==> src/rtl/clfr_pkg.sv <==
`default_nettype none

package clfr_pkg;

  // Fixed field widths
  localparam int BYTE_W     = 8;
  localparam int OUT_ADDR_W = 10;
  localparam int LEN_W      = 15;

  // Line framing characters and limits
  localparam logic [BYTE_W-1:0] BYTE_LF = 8'h0a;
  localparam logic [BYTE_W-1:0] BYTE_CR = 8'h0d;
  localparam logic [LEN_W-1:0]  LEN_MAX = 15'h7fff;

  // One result: a ring write descriptor plus the new rear position
  typedef struct packed {
    logic                  write_enable;
    logic [OUT_ADDR_W-1:0] write_address;
    logic [BYTE_W-1:0]     write_data;
    logic                  line_committed;
    logic [OUT_ADDR_W-1:0] rear_position;
  } clfr_res_t;

endpackage

`default_nettype wire

==> src/rtl/clfr_if.sv <==
`default_nettype none

// Byte request channel
interface clfr_in_if;
  logic                       valid;
  logic                       ready;
  logic [clfr_pkg::BYTE_W-1:0] rx_byte;

  modport source (output valid, output rx_byte, input ready);
  modport sink   (input valid, input rx_byte, output ready);
endinterface

// Ring write result channel
interface clfr_out_if;
  logic                           valid;
  logic                           ready;
  logic                           write_enable;
  logic [clfr_pkg::OUT_ADDR_W-1:0] write_address;
  logic [clfr_pkg::BYTE_W-1:0]     write_data;
  logic                           line_committed;
  logic [clfr_pkg::OUT_ADDR_W-1:0] rear_position;

  modport source (output valid, output write_enable, output write_address,
                  output write_data, output line_committed, output rear_position,
                  input ready);
  modport sink   (input valid, input write_enable, input write_address,
                  input write_data, input line_committed, input rear_position,
                  output ready);
endinterface

`default_nettype wire

==> src/rtl/clfr_core.sv <==
`default_nettype none

// Framer state and per-byte update. State advances on each accepted byte;
// the result is handed to the output stage in the same cycle.
module clfr_core #(
  parameter int RING_SIZE = 1024
) (
  input  wire logic                        clk,
  input  wire logic                        rst_n,
  input  wire logic                        line_mode,
  input  wire logic                        acc,
  input  wire logic [clfr_pkg::BYTE_W-1:0] rx_byte,
  output clfr_pkg::clfr_res_t              res
);
  import clfr_pkg::*;

  localparam int AW = (RING_SIZE > 2) ? $clog2(RING_SIZE) : 1;
  localparam int WW = (AW > OUT_ADDR_W) ? AW : OUT_ADDR_W;
  localparam logic [AW:0]   RING_S   = (AW+1)'(RING_SIZE);
  localparam logic [AW-1:0] RING_TOP = AW'(RING_SIZE - 1);

  // rear position, pending CR, line length and its value modulo ring size
  logic [AW-1:0]    rear_r, rear_nxt;
  logic             crp_r, crp_nxt;
  logic [LEN_W-1:0] len_r, len_nxt;
  logic [AW-1:0]    lmod_r, lmod_nxt;

  logic             len_sat;
  logic [LEN_W-1:0] len_inc;
  logic [AW-1:0]    lmod_inc;
  logic [AW:0]      sum_commit, sum_stage, sum_raw;
  logic [AW-1:0]    pos_commit, pos_stage, pos_raw;
  logic [AW-1:0]    addr;
  logic [WW-1:0]    addr_wide, rear_wide;

  // Saturating length, with its ring-wrapped shadow
  assign len_sat  = (len_r == LEN_MAX);
  assign len_inc  = len_sat ? len_r : len_r + 1'b1;
  assign lmod_inc = len_sat ? lmod_r : ((lmod_r == RING_TOP) ? '0 : lmod_r + 1'b1);

  // Candidate positions; each sum stays below twice the ring size
  assign sum_commit = {1'b0, rear_r} + {1'b0, lmod_r} + 1'b1;
  assign sum_stage  = {1'b0, rear_r} + {1'b0, lmod_inc};
  assign sum_raw    = {1'b0, rear_r} + 1'b1;
  assign pos_commit = (sum_commit >= RING_S) ? AW'(sum_commit - RING_S) : AW'(sum_commit);
  assign pos_stage  = (sum_stage  >= RING_S) ? AW'(sum_stage  - RING_S) : AW'(sum_stage);
  assign pos_raw    = (sum_raw    >= RING_S) ? AW'(sum_raw    - RING_S) : AW'(sum_raw);

  // Next state and result for the byte at the input
  always_comb begin
    rear_nxt = rear_r;
    crp_nxt  = crp_r;
    len_nxt  = len_r;
    lmod_nxt = lmod_r;
    addr     = '0;
    res      = '0;
    if (line_mode) begin
      if (crp_r) begin
        if (rx_byte == BYTE_LF && len_r != '0) begin
          rear_nxt           = pos_commit;
          addr               = pos_commit;
          res.write_enable   = 1'b1;
          res.line_committed = 1'b1;
        end
        len_nxt  = '0;
        lmod_nxt = '0;
        crp_nxt  = (rx_byte == BYTE_CR);
      end else if (rx_byte == BYTE_CR) begin
        crp_nxt = 1'b1;
      end else begin
        len_nxt          = len_inc;
        lmod_nxt         = lmod_inc;
        addr             = pos_stage;
        res.write_enable = 1'b1;
        res.write_data   = rx_byte;
      end
    end else begin
      rear_nxt         = pos_raw;
      addr             = pos_raw;
      res.write_enable = 1'b1;
      res.write_data   = rx_byte;
    end
    addr_wide         = WW'(addr);
    rear_wide         = WW'(rear_nxt);
    res.write_address = addr_wide[OUT_ADDR_W-1:0];
    res.rear_position = rear_wide[OUT_ADDR_W-1:0];
  end

  always_ff @(posedge clk) begin
    if (!rst_n) begin
      rear_r <= '0;
      crp_r  <= 1'b0;
      len_r  <= '0;
      lmod_r <= '0;
    end else if (acc) begin
      rear_r <= rear_nxt;
      crp_r  <= crp_nxt;
      len_r  <= len_nxt;
      lmod_r <= lmod_nxt;
    end
  end

endmodule

`default_nettype wire

==> src/rtl/clfr_skid.sv <==
`default_nettype none

// Output register with one skid entry: a new request is taken while
// a finished result waits downstream.
module clfr_skid (
  input  wire logic                clk,
  input  wire logic                rst_n,
  input  wire logic                in_valid,
  output logic                     in_ready,
  input  clfr_pkg::clfr_res_t      in_res,
  output logic                     out_valid,
  input  wire logic                out_ready,
  output clfr_pkg::clfr_res_t      out_res
);
  import clfr_pkg::*;

  logic      out_v_r, out_v_nxt;
  logic      skid_v_r, skid_v_nxt;
  clfr_res_t out_r, out_nxt;
  clfr_res_t skid_r, skid_nxt;
  logic      push, pop;

  assign in_ready  = !skid_v_r;
  assign push      = in_valid && !skid_v_r;
  assign pop       = out_v_r && out_ready;
  assign out_valid = out_v_r;
  assign out_res   = out_r;

  // Fill the output register first, spill into the skid entry on a stall
  always_comb begin
    out_v_nxt  = out_v_r;
    out_nxt    = out_r;
    skid_v_nxt = skid_v_r;
    skid_nxt   = skid_r;
    if (pop || !out_v_r) begin
      if (skid_v_r) begin
        out_v_nxt  = 1'b1;
        out_nxt    = skid_r;
        skid_v_nxt = 1'b0;
      end else begin
        out_v_nxt = push;
        if (push) begin
          out_nxt = in_res;
        end
      end
    end else if (push) begin
      skid_v_nxt = 1'b1;
      skid_nxt   = in_res;
    end
  end

  always_ff @(posedge clk) begin
    if (!rst_n) begin
      out_v_r  <= 1'b0;
      skid_v_r <= 1'b0;
    end else begin
      out_v_r  <= out_v_nxt;
      skid_v_r <= skid_v_nxt;
    end
  end

  always_ff @(posedge clk) begin
    out_r  <= out_nxt;
    skid_r <= skid_nxt;
  end

endmodule

`default_nettype wire

==> src/rtl/crlf_line_framer_ring_core.sv <==
//  channel | direction | handshake            | payload
//  --------+-----------+----------------------+---------------------------------------
//  in_ch   | sink      | valid / ready        | rx_byte[7:0]
//  out_ch  | source    | valid / ready        | write_enable, write_address[9:0],
//          |           |                      | write_data[7:0], line_committed,
//          |           |                      | rear_position[9:0]
//  cfg     | sink      | cfg_we (no stall)    | cfg_wdata = line_mode
//
//  One byte per cycle unless the output stalls; each result is registered in the
//  output register, or in the skid entry on a stall. The per-byte state update (rear,
//  pending CR, line length) is a single compare/add pass, which sets the state loop.
//  rst_n is synchronous: state, mode and both output entries clear at once.
//  On an output stall one more request is held in the skid entry, then
//  in_ch.ready drops until the output drains.
`default_nettype none

module crlf_line_framer_ring_core #(
  parameter int RING_SIZE = 1024
) (
  input  wire logic       clk,
  input  wire logic       rst_n,
  clfr_in_if.sink         in_ch,
  clfr_out_if.source      out_ch,
  input  wire logic       cfg_we,
  input  wire logic       cfg_wdata
);
  import clfr_pkg::*;

  logic      line_mode_r;
  logic      acc;
  logic      skid_ready;
  clfr_res_t step_res;
  clfr_res_t out_res;

  // Mode register
  always_ff @(posedge clk) begin
    if (!rst_n) begin
      line_mode_r <= 1'b0;
    end else if (cfg_we) begin
      line_mode_r <= cfg_wdata;
    end
  end

  assign in_ch.ready = skid_ready;
  assign acc         = in_ch.valid && skid_ready;

  clfr_core #(
    .RING_SIZE (RING_SIZE)
  ) u_core (
    .clk       (clk),
    .rst_n     (rst_n),
    .line_mode (line_mode_r),
    .acc       (acc),
    .rx_byte   (in_ch.rx_byte),
    .res       (step_res)
  );

  clfr_skid u_skid (
    .clk       (clk),
    .rst_n     (rst_n),
    .in_valid  (in_ch.valid),
    .in_ready  (skid_ready),
    .in_res    (step_res),
    .out_valid (out_ch.valid),
    .out_ready (out_ch.ready),
    .out_res   (out_res)
  );

  assign out_ch.write_enable   = out_res.write_enable;
  assign out_ch.write_address  = out_res.write_address;
  assign out_ch.write_data     = out_res.write_data;
  assign out_ch.line_committed = out_res.line_committed;
  assign out_ch.rear_position  = out_res.rear_position;

endmodule

`default_nettype wire

==> src/flat_wrapper.sv <==
// flat-port wrapper written by rule: the top's interface ports become plain ports
module crlf_line_framer_ring_core_flat import clfr_pkg::*;
#(
  parameter int RING_SIZE = 1024
)
  (clk, rst_n, cfg_we, cfg_wdata, in_ch_valid, in_ch_rx_byte, in_ch_ready, out_ch_valid, out_ch_write_enable, out_ch_write_address, out_ch_write_data, out_ch_line_committed, out_ch_rear_position, out_ch_ready);
  clfr_in_if in_ch_i ();
  clfr_out_if out_ch_i ();
  input  wire logic clk;
  input  wire logic rst_n;
  input  wire logic cfg_we;
  input  wire logic cfg_wdata;
  input wire logic [$bits(in_ch_i.valid)-1:0] in_ch_valid;
  input wire logic [$bits(in_ch_i.rx_byte)-1:0] in_ch_rx_byte;
  output wire logic [$bits(in_ch_i.ready)-1:0] in_ch_ready;
  output wire logic [$bits(out_ch_i.valid)-1:0] out_ch_valid;
  output wire logic [$bits(out_ch_i.write_enable)-1:0] out_ch_write_enable;
  output wire logic [$bits(out_ch_i.write_address)-1:0] out_ch_write_address;
  output wire logic [$bits(out_ch_i.write_data)-1:0] out_ch_write_data;
  output wire logic [$bits(out_ch_i.line_committed)-1:0] out_ch_line_committed;
  output wire logic [$bits(out_ch_i.rear_position)-1:0] out_ch_rear_position;
  input wire logic [$bits(out_ch_i.ready)-1:0] out_ch_ready;
  assign in_ch_i.valid = in_ch_valid;
  assign in_ch_i.rx_byte = in_ch_rx_byte;
  assign in_ch_ready = in_ch_i.ready;
  assign out_ch_valid = out_ch_i.valid;
  assign out_ch_write_enable = out_ch_i.write_enable;
  assign out_ch_write_address = out_ch_i.write_address;
  assign out_ch_write_data = out_ch_i.write_data;
  assign out_ch_line_committed = out_ch_i.line_committed;
  assign out_ch_rear_position = out_ch_i.rear_position;
  assign out_ch_i.ready = out_ch_ready;
  crlf_line_framer_ring_core #(.RING_SIZE(RING_SIZE)) u_core (.clk(clk), .rst_n(rst_n), .in_ch(in_ch_i), .out_ch(out_ch_i), .cfg_we(cfg_we), .cfg_wdata(cfg_wdata));
endmodule
==> config.mk <==
export PLATFORM = sky130hd
export DESIGN_NAME = crlf_line_framer_ring_core_flat
export DESIGN_NICKNAME = d
export VERILOG_FILES = /design/src/rtl/clfr_pkg.sv /design/src/rtl/clfr_if.sv /design/src/rtl/clfr_core.sv /design/src/rtl/clfr_skid.sv /design/src/rtl/crlf_line_framer_ring_core.sv /design/src/flat_wrapper.sv
export SDC_FILE = /design/constraint.sdc
export NUM_CORES = 1
export LEC_CHECK = 0
export BUFFER_PORTS_ARGS = -buffer_cell sky130_fd_sc_hd__buf_4
export CORE_MARGIN = 10
export CORE_UTILIZATION = 59
export CTS_CLUSTER_DIAMETER = 100
export CTS_CLUSTER_SIZE = 16
export DETAILED_ROUTE_END_ITERATION = 7
export PLACE_DENSITY = 0.84
export SYNTH_ARGS = -nofsm -noshare
export SYNTH_HDL_FRONTEND = slang
export SYNTH_HIERARCHICAL = 1
export SYNTH_SLANG_ARGS = --single-unit
==> constraint.sdc <==
create_clock -name clk -period 4.2 [get_ports clk]
set_input_delay 0.84 -clock clk [delete_from_list [all_inputs] [get_ports clk]]
set_output_delay 0.84 -clock clk [all_outputs]
set_load 0.01 [all_outputs]
# Word level (Yosys, flattened, before mapping)
# Cells that the tools add are included.
# word_totals
in_bits,14
word_cells,82
output_inout_bits,32
register_bits,99
# classes
muxes,31
n_reduce_logical,14
bitwise_logic,2
eq_ne,6
n_addsub,9
magnitude_cmp,3
# ops
cell,n
$mux W10,14
$mux W30,2
$mux W15,3
$ge A11 B11 Y1 const B,3
$sub A10 B1 Y10 const B,3
$mux W8,3
$add A10 B10 Y11,2
$eq A8 B4 Y1 const B,2
$add A15 B1 Y15 const B,1
$eq A15 B15 Y1 const B,1
$reduce_bool A15 Y1,1
$add A10 B1 Y11 const B,1
$add A11 B1 Y11 const B,1
$add A10 B1 Y10 const B,1
$eq A10 B10 Y1 const B,1
$mux W1,9
$reduce_and A2 Y1,3
$ne A2 B2 Y1 const B,2
$reduce_and A4 Y1,1
$logic_and A1 B1 Y1,3
$reduce_and A3 Y1,1
$logic_not A1 Y1,2
$not A1 Y1,2
$reduce_bool A2 Y1,1
other kinds (2),2

# Longest topological paths before layout
# Gate-level depths: netlist of the first run.
# depth
word_depth,11
mapped_depth,16
mapped_depth_nobuf,16

# By module
# Netlist of the first run, hierarchy kept.
# by_module_without_submodules
mod,seq_area_each_um2,area_per_inst_um2,cells_each,n_inst
clfr_core,720.7,3309.4,442,1
clfr_skid,1841.8,2399.8,103,1
crlf_line_framer_ring_core,20.0,42.5,4,1

# Least setup slack after synthesis of the first run
# OpenSTA, ideal clock, no wires.
# synth_path
path_type,input port to flip-flop
from,input port out_ch_ready
to,"register u_core/u_skid/skid_r[0] (netlist bit), enable pin"
setup_ns,0.461
arrival_time_ns,3.303
required_time_ns,3.739
stages,2
n_path_buf,0
setup_slack_ns,0.437
path_cell_list,nand2b_1 nor3b_1
# synth_between
elab_chain_cells,4
# synth_rtl
item,line_no,text
start: declaration,flat_wrapper.sv:22,input wire logic [$bits(out_ch_i.ready)-1:0] out_ch_ready;
$logic_and A1 B1 Y1,clfr_skid.sv:25,assign pop = out_v_r && out_ready;
$logic_or A1 B1 Y1,clfr_skid.sv:35,if (pop || !out_v_r) begin
$not A1 Y1 (no source line),n/a,
$reduce_and A2 Y1 (no source line),n/a,
end signal: assignment,clfr_skid.sv:64,skid_r <= skid_nxt;
end: declaration,clfr_skid.sv:20,"clfr_res_t skid_r, skid_nxt;"
# Every way passes these cells.
# A chain may end at the register's enable or synchronous reset.

==> out/qor.tcl, run 1 <==
set qor(htree_num_levels) 3
set qor(setup.worst_path.class) {flip-flop to flip-flop}
set qor(async_flop_share_pct) 0
set qor(place.port_buffers) 45
set qor(postLayoutSetupSlackWorst_ps) 257
set qor(ys.flop_type) {edfxtp_1}
set qor(timing.hold.ws_ps) 549
set qor(leakagePower_nw) 2.38
set qor(post-cts-setup-buffers) 0
set qor(ys_top_cells_by_area) {edfxtp_1 (31%), dfxtp_1 (14%), mux2_4 (6.8%), ha_1 (4.8%), xor2_1 (3.5%)}
set qor(yosysWarningCount) 6
set qor(dp_worst_setup_slack_ps) 234
set qor(synth_area_um2) 5750
set qor(floorplan.die_area_um2) 14100
set qor(multi_input_comb_area_um2) 2960
set qor(unrepaired_setup_endpoints_after_global_routing) {no}
set qor(post-dp-hpwl_um) 9250
set qor(syn_nets) 587
set qor(ir_drop_mv) 0.188
set qor(startpoint_type) {flip-flop}
set qor(outcome) {completed}
set qor(cts_root_buffer) {clkbuf_8}
set qor(final_report_hold_violation_count) 0
set qor(maxClockFrequency_ghz) 0.254
set qor(pin_count_of_the_biggest_net_entering_global_routing) 35
set qor(maxSlewHeadroom_pct) 31.8
set qor(final-max-slew-violation-count) 0
set qor(clk_pin_slew_ps) 100
set qor(grt_total_usage_pct) 17.6
set qor(route.detailed.vias_per_inst) 6.20
set qor(die_boundary_height_um) 119
set qor(final.min_clock_period_ps) 3940
set qor(synth_largest_type_area_fraction_pct) 31.3
set qor(timing_worst_slew_pin_value_ps) 1020
set qor(globalplace.congestion) 1.01
set qor(initial_antenna_violation_count) 0
set qor(cts_tree) {yes}
set qor(drt_iter0_markers) 317
set qor(detail_route.wirelength_um) 12500
set qor(finish.instance_area_um2) 6350
set qor(cp.arrival_ps) 4070
set qor(via_count_of_the_first_global_routing_pass) 4395
set qor(fp-row-count) 35
set qor(floorplan.initialDensity_pct) 61.4
set qor(final_worst_clock_skew_ps) 16.6
set qor(min_period_over_period_pct) 93.9
set qor(power-per-cell-area_nw_per_um2) 304
set qor(number_of_enable_type_register_cells_in_the_synthesized_netlist) 60
set qor(synth_cells) 549
set qor(cp-end-kind) {flip-flop}
set qor(timing.final.setup_violations) 0
set qor(global_route.overflow_total) 0
set qor(route.vias.total) 4489
set qor(cap_violations) 0
set qor(synth.top_cells.by_count) {edfxtp_1 (60), nor2_1 (51), nand2_1 (46)}
set qor(detail_route.first_pass.iterations) 5
set qor(num_antenna_cells) 0
set qor(placeableCoreArea_um2) 9370
set qor(post_drt_wl_per_cell_um) 17.3
set qor(clk_path_buf_depth) 2
set qor(area_growth_pct) 10.4
set qor(postSynthAreaPerCell_um2) 10.5
set qor(detail_route.drc_violations) 0
set qor(count_of_fill_cells_added_during_filler_insertion) 732
set qor(floorplan.die.width_um) 119
set qor(holdCritPathClass) {flip-flop to flip-flop}
set qor(number_of_buffers_inserted_during_clock_tree_synthesis) 9
set qor(synthMostInstantiatedCell) {edfxtp_1}
set qor(post_placement_cell_area_um2) 6150
set qor(pin_count) 46
set qor(layout-drive-gt1-share_pct) 19.7
set qor(grt_pass1_wl_um) 21100
set qor(synth_seq_area_share_pct) 44.9
set qor(setup_total_negative_slack_ps) 0
set qor(worst_skew_pair.late_latency_ps) 370
set qor(critPathRequiredTime_ps) 4330
set qor(finish.net_count) 628
set qor(synthDominantAreaCellType) {edfxtp_1}
set qor(postRouteAntennaNets) 0
set qor(timing.critical_path.fanout_max) 8
set qor(post_synth_num_cell_types) 73
set qor(cts.sink_count) 99
set qor(layout.area.seq_um2) 2580
set qor(ys_ff_latch) 99
metrics by stage:
step | utilization (%) | cells | power [mW]
after floorplan | - | 549 | 1.26
after global placement | 65.6 | 708 | 1.34
after detailed placement | 65.6 | 708 | 1.35
after CTS | 67.7 | 724 | 1.94
after global routing | 67.8 | 724 | 2.01
final | 67.8 | 724 | 1.93
path summary, 6_finish.rpt:
| check | to | slack (ps) | cells after the start | from |
|---|---|---|---|---|
| max | u_core/u_skid/out_res[28] | 260 | 14 | u_core/u_core/len_r[2] |
| min | u_core/u_core/len_r[11] | 550 | 2 | u_core/u_core/len_r[11] |
| max reg2reg | u_core/u_skid/out_res[28] | 260 | 14 | u_core/u_core/len_r[2] |
| min reg2reg | u_core/u_core/len_r[11] | 550 | 2 | u_core/u_core/len_r[11] |
flip-flops by register name, indices dropped and copies added, names as in the netlist, 10 cells and up:
signal,count
u_core/u_core/len_r,15
u_core/u_core/lmod_r,10
u_core/u_core/rear_r,10
u_core/u_skid/skid_r,30
u_core/u_skid/out_res,30
critical path, stage by stage (launching register included):
cell      delay (ps)
dfxtp_1          440
and4_4           270
nand4_1          140
nor2_2           320
nor2_1           110
a22o_1           230
ha_1             320
a211oi_1         330
o21bai_1         160
a2111o_1         420
a31o_2           250
a21oi_1          170
xnor2_1          150
o211ai_2         100
mux2_2           270
layout by cell type (no fill, tap or decap), types with 7 or more instances in the layout:
cell type / netlist / final
o21a_1: 7 / 7
inv_1: 20 / 20
mux2_4: 26 / 26
ha_1: 22 / 22
and2_1: 12 / 12
nand3_1: 18 / 18
edfxtp_1: 60 / 60
dfxtp_1: 39 / 38
a21o_1: 11 / 11
xnor2_1: 18 / 18
clkbuf_8: 0 / 9
nor2_1: 51 / 51
nand4_1: 9 / 9
nor3_1: 9 / 8
buf_4: 0 / 49
xor2_1: 23 / 23
a21oi_1: 33 / 33
o21ai_0: 29 / 29
nand2_1: 46 / 46
power breakdown:
group          switching, mW  leakage (nW)  total, mW  internal, mW
clock                  0.368        0.0981      0.603         0.235
sequential            0.0288         0.886       1.10          1.07
combinational          0.116          1.40      0.224         0.108
total                  0.513          2.38       1.93          1.42
layout make-up:
class,instances,area share [%]
Inverter,21,1.24
Timing Repair Buffer,49,5.79
Clock inverter,7,1.18
Clock buffer,9,1.95
Tap cell,129,2.54
Multi-Input combinational cell,410,46.6
Sequential cell,99,40.7
cell families (layout without fill, tap and decap cells):
kind of cell	count (synthesis)	in the layout	synth area share [%]
xor gates and xnor gates	41	41	6.24
and+or+nand+nor	182	182	16.1
AOI/OAI and AO/OA	129	129	15.2
DFF	99	99	44.9
muxes	34	34	8.29
buffers and inverters	40	86	3.78
adders and majority gates	24	24	5.48
routing by layer:
layer	share of wire (%)	up-vias	wire length, µm	track usage [%]
li1	-	2108	-	-
met1	41	2146	5190	21.3
met2	49	208	6110	30.2
met3	7.7	27	959	4.00
met4	2.0	0	252	5.73
met5	0	-	0	0
repair_timing:
item                                    4_1_cts  5_1_grt
endpoints found under the setup margin        0        2
hold buffers                                  0        0
resized for setup                             0        1
Power figures use the tool's default switching activity.
==> run 2: changes to the inputs <==
CORE_UTILIZATION = 40   (was 59)
CTS_BUF_LIST = sky130_fd_sc_hd__clkbuf_2 sky130_fd_sc_hd__clkbuf_4 sky130_fd_sc_hd__clkbuf_8   (was not set)
PLACE_DENSITY = 0.62   (was 0.84)
==> out/qor.tcl, run 2 (synthesized netlist as in run 1, its figures left out) <==
set qor(globalplace.congestion) 0.956 ;# -5.0%
set qor(cap_violations) 0 ;# unchanged
set qor(floorplan.die_area_um2) 19600 ;# +39%
set qor(worst-r2r-setup-slack_ps) 380 ;# +130 ps
set qor(cts_root_buffer) {clkbuf_8}
set qor(number_of_buffers_inserted_during_clock_tree_synthesis) 9 ;# unchanged
set qor(maxClockFrequency_ghz) 0.262 ;# +3.3%
set qor(leakagePower_nw) 2.42 ;# +1.6%
set qor(cp.arrival_ps) 3960 ;# -110 ps
set qor(finish.cell_count_without_fillers) 778 ;# +7.5%
set qor(timing.hold.ws_ps) 552 ;# +2.51 ps
set qor(global_route_met3_utilization_pct) 3.35 ;# -0.65 points
set qor(min_period_over_period_pct) 90.9 ;# -3.0 points
set qor(unrepaired_setup_endpoints_after_global_routing) {no}
set qor(postLayoutSetupSlackWorst_ps) 383 ;# +126 ps
set qor(detail_route.first_pass.iterations) 5 ;# unchanged
set qor(htree_num_levels) 3 ;# unchanged
set qor(count_of_fill_cells_added_during_filler_insertion) 1294 ;# +77%
set qor(via_count_of_the_first_global_routing_pass) 4255 ;# -3.2%
set qor(ir_drop_mv) 0.190 ;# +0.79%
set qor(finish.instance_area_um2) 6480 ;# +2.0%
set qor(pin_count_of_the_biggest_net_entering_global_routing) 35 ;# unchanged
set qor(cp-end-kind) {flip-flop}
set qor(layout.area.seq_um2) 2580 ;# unchanged
set qor(grtUsageMet1_pct) 16.0 ;# -5.3 points
set qor(global_route.overflow_total) 0 ;# unchanged
set qor(final-max-slew-violation-count) 0 ;# unchanged
set qor(postRouteAntennaNets) 0 ;# unchanged
set qor(timing_worst_slew_pin_value_ps) 974 ;# -49.7 ps
set qor(finish.net_count) 631 ;# +0.48%
set qor(maxSlewHeadroom_pct) 35.0 ;# +3.2 points
set qor(timing.final.setup_violations) 0 ;# unchanged
set qor(holdCritPathClass) {flip-flop to flip-flop}
set qor(finalCoreUtilization_pct) 46.3 ;# -21 points
set qor(initial_antenna_violation_count) 0 ;# unchanged
set qor(clk_path_buf_depth) 2 ;# unchanged
set qor(grt_pass1_wl_um) 21100 ;# +0.33%
set qor(route.vias.total) 4273 ;# -4.8%
set qor(layout_common_cells) {edfxtp_1 (60), buf_4 (52), nor2_1 (51), nand2_1 (46), dfxtp_1 (38)}
set qor(setup.worst_path.class) {flip-flop to flip-flop}
set qor(route.detailed.vias_per_inst) 5.49 ;# -11%
set qor(place.port_buffers) 45 ;# unchanged
set qor(clk_pin_slew_ps) 90 ;# about the same
set qor(final.min_clock_period_ps) 3820 ;# -126 ps
set qor(detail_route.wirelength_um) 12700 ;# +1.4%
set qor(fp-row-count) 43 ;# +23%
set qor(drt_iter0_markers) 370 ;# +17%
set qor(final_report_hold_violation_count) 0 ;# unchanged
set qor(post-place-cells) 762 ;# +7.6%
set qor(met2_usage_pct) 20.7 ;# -9.5 points
set qor(final_worst_clock_skew_ps) 9.70 ;# -6.95 ps
set qor(detail_route.drc_violations) 0 ;# unchanged
set qor(timing.critical_path.fanout_max) 8 ;# unchanged
set qor(power-per-cell-area_nw_per_um2) 318 ;# +4.7%
set qor(area_growth_pct) 12.7
set qor(dp_worst_setup_slack_ps) 346 ;# +112 ps
set qor(outcome) {completed}
set qor(grt_total_usage_pct) 12.8 ;# -4.8 points
set qor(worst_skew_pair.late_latency_ps) 390 ;# +20 ps
set qor(total_power_mw) 2.06 ;# +6.9%
set qor(post_placement_cell_area_um2) 6230 ;# +1.4%
set qor(critPathRequiredTime_ps) 4350 ;# +20 ps
set qor(die_boundary_height_um) 140 ;# +18%
set qor(pin_count) 46 ;# unchanged
set qor(multi_input_comb_area_um2) 2960 ;# unchanged
set qor(cts.sink_count) 99 ;# unchanged
set qor(floorplan.initialDensity_pct) 41.1 ;# -20 points
set qor(cts_tree) {yes}
set qor(layout-drive-gt1-share_pct) 20.1 ;# +0.40 points
set qor(placeableCoreArea_um2) 14000 ;# +49%
set qor(startpoint_type) {flip-flop}
set qor(setup_total_negative_slack_ps) 0 ;# unchanged
set qor(floorplan.die.width_um) 140 ;# +18%
set qor(grt.busiest_layer) {met2}
set qor(commonest_non_fill_non_tap_cell_in_the_layout) {edfxtp_1}
set qor(num_antenna_cells) 0 ;# unchanged
set qor(post-dp-hpwl_um) 9370 ;# +1.3%
set qor(post_drt_wl_per_cell_um) 16.3 ;# -5.6%
## run 2: cell types whose count changed in the layout (fill, tap and decap cells not counted), sizes merged
cell	before	now
buf	49	52
bufinv	0	3
clkbuf	9	10
clkinv	4	2
inv	23	21
## run 2: metal layers
| layer | routed length [µm] | up-vias |
|---|---|---|
| met5 | 0 | - |
| met4 | 257 | 0 |
| met3 | 628 | 21 |
| met2 | 5960 | 105 |
| met1 | 5840 | 2041 |
| li1 | - | 2106 |
## run 2: layout make-up
type	count	area share, %
clock buffers	10	2.03
clock inverters	6	1.72
inverters	21	1.22
multi-input cells	410	45.7
flip-flops and latches	99	39.9
well taps	180	3.47
repair buffers	52	6.02
## run 2: worst max-delay path, cell delays in order, from the launching register on
cell      delay, ps
dfxtp_1         430
and4_4          270
nand4_1         140
nor2_2          310
nor2_1          110
a22o_1          230
ha_1            300
a211oi_1        230
o21bai_1        150
a2111o_1        440
a31o_2          260
a21oi_1         160
xnor2_1         150
o211ai_2        110
mux2_2          270
## run 2: worst paths after layout
path / depth (start not counted) / end / startpoint
setup / recovery: 14 / u_core/u_skid/out_res[28] / u_core/u_core/len_r[2]
hold / removal: 1 / u_core/u_skid/out_res[15] / u_core/u_skid/skid_r[15]
setup reg to reg: 14 / u_core/u_skid/out_res[28] / u_core/u_core/len_r[2]
hold reg to reg: 1 / u_core/u_skid/out_res[15] / u_core/u_skid/skid_r[15]
## run 2: what timing repair did
| action | CTS | global route |
|---|---|---|
| setup buffers | 0 | 0 |
| hold endpoints to repair | 0 | 0 |
| hold buffers | 0 | 0 |
| resized for setup | 0 | 1 |
| setup endpoints to repair | 0 | 1 |
## run 2: power by group
group          internal [mW]  switching [mW]
clock network          0.403           0.336
logic                  0.109           0.115
registers               1.07          0.0251
==> run 3: changes to the inputs <==
ABC_AREA = 1   (was not set)
==> out/qor.tcl, run 3 <==
set qor(drt_iter0_markers) 424 ;# +15%
set qor(critical-path-top-cell-by-count) {nand2_1}
set qor(floorplan.initialDensity_pct) 41.1 ;# -0.063 points
set qor(post_synth_num_cell_types) 42 ;# -42%
set qor(final_worst_clock_skew_ps) 9.79 ;# +0.0886 ps
set qor(worst_skew_pair.late_latency_ps) 380 ;# about the same
set qor(grt_pass1_wl_um) 23300 ;# +10%
set qor(synth_seq_area_share_pct) 43.1 ;# -1.8 points
set qor(pin_count) 46 ;# unchanged
set qor(global_route.overflow_total) 0 ;# unchanged
set qor(place.port_buffers) 45 ;# unchanged
set qor(cts.sink_count) 99 ;# unchanged
set qor(ir_drop_mv) 0.150 ;# -21%
set qor(maxSlewHeadroom_pct) 51.2 ;# +16 points
set qor(timing.critical_path.fanout_max) 6 ;# -2
set qor(placeableCoreArea_um2) 14600 ;# +4.3%
set qor(synth_area_um2) 5990 ;# +4.1%
set qor(cts_root_buffer) {clkbuf_8}
set qor(postRouteAntennaNets) 0 ;# unchanged
set qor(synthMostInstantiatedCell) {nand2_1}
set qor(route.detailed.vias_per_inst) 4.91 ;# -11%
set qor(synth_cells) 788 ;# +44%
set qor(num_antenna_cells) 0 ;# unchanged
set qor(post_placement_cell_area_um2) 6460 ;# +3.7%
set qor(initial_antenna_violation_count) 0 ;# unchanged
set qor(commonest_non_fill_non_tap_cell_in_the_layout) {nand2_1}
set qor(synth.top_cells.by_count) {nand2_1 (259), inv_1 (86), edfxtp_1 (60)}
set qor(outcome) {completed}
set qor(post-dp-hpwl_um) 10400 ;# +11%
set qor(ys_ff_latch) 99 ;# unchanged
set qor(cts_tree) {yes}
set qor(final-max-slew-violation-count) 0 ;# unchanged
set qor(die_boundary_height_um) 142 ;# +1.8%
set qor(timing.final.setup_violations) 0 ;# unchanged
set qor(post_drt_wl_per_cell_um) 13.8 ;# -15%
set qor(min_period_over_period_pct) 82.0 ;# -8.8 points
set qor(finish.cell_count_without_fillers) 1021 ;# +31%
set qor(cts_resized) 0 ;# unchanged
set qor(startpoint_type) {flip-flop}
set qor(cts_hold_bufs) 0 ;# unchanged
set qor(clk_pin_slew_ps) 100 ;# about the same
set qor(area_growth_pct) 11.7
set qor(yosysWarningCount) 6 ;# unchanged
set qor(power-per-cell-area_nw_per_um2) 317 ;# -0.48%
set qor(number_of_buffers_inserted_during_clock_tree_synthesis) 9 ;# unchanged
set qor(route.vias.total) 5016 ;# +17%
set qor(synthDominantAreaCellType) {edfxtp_1}
set qor(cp.arrival_ps) 3600 ;# -360 ps
set qor(count_of_fill_cells_added_during_filler_insertion) 1505 ;# +16%
set qor(timing_worst_slew_pin_value_ps) 730 ;# -244 ps
set qor(critical_path.slowest_cell) {dfxtp_1}
set qor(grt_total_usage_pct) 14.0 ;# +1.2 points
set qor(finish.net_count) 870 ;# +38%
set qor(globalplace.congestion) 0.920 ;# -3.8%
set qor(clk_path_buf_depth) 2 ;# unchanged
set qor(postSynthAreaPerCell_um2) 7.60 ;# -27%
set qor(fp-row-count) 44 ;# +2.3%
set qor(detail_route.first_pass.iterations) 5 ;# unchanged
set qor(finish.instance_area_um2) 6690 ;# +3.2%
set qor(synth_largest_type_area_fraction_pct) 30.1 ;# -1.2 points
set qor(number_of_enable_type_register_cells_in_the_synthesized_netlist) 60 ;# unchanged
set qor(via_count_of_the_first_global_routing_pass) 4673 ;# +9.8%
set qor(detail_route.drc_violations) 0 ;# unchanged
set qor(ys.flop_type) {edfxtp_1}
set qor(detail_route.wirelength_um) 14100 ;# +11%
set qor(leakagePower_nw) 2.95 ;# +22%
set qor(post-cts-setup-buffers) 0 ;# unchanged
set qor(final.min_clock_period_ps) 3450 ;# -371 ps
set qor(postLayoutSetupSlackWorst_ps) 754 ;# +371 ps
set qor(syn_nets) 826 ;# +41%
set qor(holdCritPathClass) {flip-flop to flip-flop}
set qor(floorplan.die.width_um) 142 ;# +1.8%
set qor(htree_num_levels) 3 ;# unchanged
set qor(unrepaired_setup_endpoints_after_global_routing) {no}
set qor(worstSetupStartpoint) {u_core/u_core/len_r[0]}
set qor(maxClockFrequency_ghz) 0.290 ;# +11%
set qor(final_report_hold_violation_count) 0 ;# unchanged
set qor(cp-end-kind) {flip-flop}
set qor(cap_violations) 0 ;# unchanged
set qor(critPathRequiredTime_ps) 4350 ;# about the same
set qor(dp_worst_setup_slack_ps) 830 ;# +485 ps
set qor(layout-drive-gt1-share_pct) 14.5 ;# -5.6 points
set qor(layout_common_cells) {nand2_1 (259), inv_1 (86), edfxtp_1 (60), nor2_1 (58), nand3_1 (53)}
set qor(async_flop_share_pct) 0 ;# unchanged
set qor(setup_total_negative_slack_ps) 0 ;# unchanged
set qor(ys_top_cells_by_area) {edfxtp_1 (30%), nand2_1 (16%), dfxtp_1 (13%), inv_1 (5.4%), ha_1 (4.6%)}
set qor(pin_count_of_the_biggest_net_entering_global_routing) 35 ;# unchanged
set qor(floorplan.die_area_um2) 20300 ;# +3.5%
set qor(hold_start) {u_core/u_core/len_r[14]}
set qor(cells_along_the_critical_path) {ha_1 -> nand2_2 -> nor2_2 -> nand2_2 -> nor3_1 -> inv_1 -> nand2_1 -> o21ai_0 -> inv_1 -> ha_1 -> inv_1 -> fa_1 -> inv_1 -> nand3_1 -> nand2_1 -> nand2_1 -> a31oi_1 -> a21oi_1 -> o21ai_0 -> nand2_1 -> nand2_1 -> nand2_1 -> nand2_2 -> nand2_1}
set qor(setup.worst_path.class) {flip-flop to flip-flop}
set qor(post-place-cells) 1005 ;# +32%
set qor(rr_startpoint) {u_core/u_core/len_r[0]}
set qor(critPathMaxStageDelay_ps) 380 ;# -60 ps
-- run 3: changes by cell type after synthesis, sizes merged, moves of 10 or more --
cell and change:
xor2 -15, a21o -11, xnor2 -13, mux2 -31, and2 -12, nor2 +10
nand3 +33, nand2 +235, a21oi +16, inv +73
-- run 3: kinds of logic (layout without fill, tap and decap cells) --
| kind of cell | after synthesis | after routing | share of synthesized area (%) |
|---|---|---|---|
| buffers and inverters | 114 | 163 | 8.65 |
| adder cells (fa/ha/maj) | 24 | 24 | 5.26 |
| flip-flops | 99 | 99 | 43.1 |
| AO/OA/AOI/OAI | 100 | 100 | 9.69 |
| XOR/XNOR | 13 | 13 | 1.90 |
| AND/OR/NAND/NOR | 438 | 438 | 31.4 |
-- run 3: path summary, 6_finish.rpt --
check                              endpoint  slack (ps)  cells past startpoint
hold reg to reg     u_core/u_core/len_r[14]         480                      2
hold / removal      u_core/u_core/len_r[14]         480                      2
setup reg to reg  u_core/u_skid/out_res[25]         750                     24
setup / recovery  u_core/u_skid/out_res[25]         750                     24
-- run 3: cell type report --
type	count	area, µm²	share of cell area, %
well taps	184	230	3.44
multi-input cells	575	2900	43.3
inverters	95	364	5.44
flip-flops and latches	99	2580	38.6
clock inverters	7	105	1.57
clock buffers	9	124	1.85
repair buffers	52	390	5.83
-- run 3: worst max-delay path, delay by kind of cell, from the launching register on --
kind	cells	cell delay [ps]
AOI/OAI and AO/OA	4	410
adders and majority gates	3	850
buffers and inverters	4	390
DFF	1	380
and+or+nand+nor	13	1200
-- run 3: stage by stage --
stage                     utilization, %  hold WS (ps)  power (mW)
after global placement              44.3           464        1.43
final                               45.9           483        2.12
after global routing                45.9           515        2.22
after floorplan                        -           455        1.32
after detailed placement            44.3           465        1.43
after CTS                           45.9           483        2.15
-- run 3: metal layers --
metal / up-vias / global-route usage (%) / part of all wire, %
met5: - / 0 / 0
li1: 2661 / - / -
met1: 2226 / 18.7 / 48
met4: 0 / 4.58 / 1.8
met2: 113 / 21.6 / 45
met3: 16 / 3.74 / 5.9
-- run 3: where the power goes --
| part | leakage, nW | total [mW] | internal (mW) | switching [mW] |
|---|---|---|---|---|
| sequential | 0.885 | 1.12 | 1.09 | 0.0288 |
| combinational | 1.96 | 0.292 | 0.111 | 0.181 |
| clock | 0.113 | 0.709 | 0.346 | 0.363 |
| total | 2.95 | 2.12 | 1.54 | 0.573 |
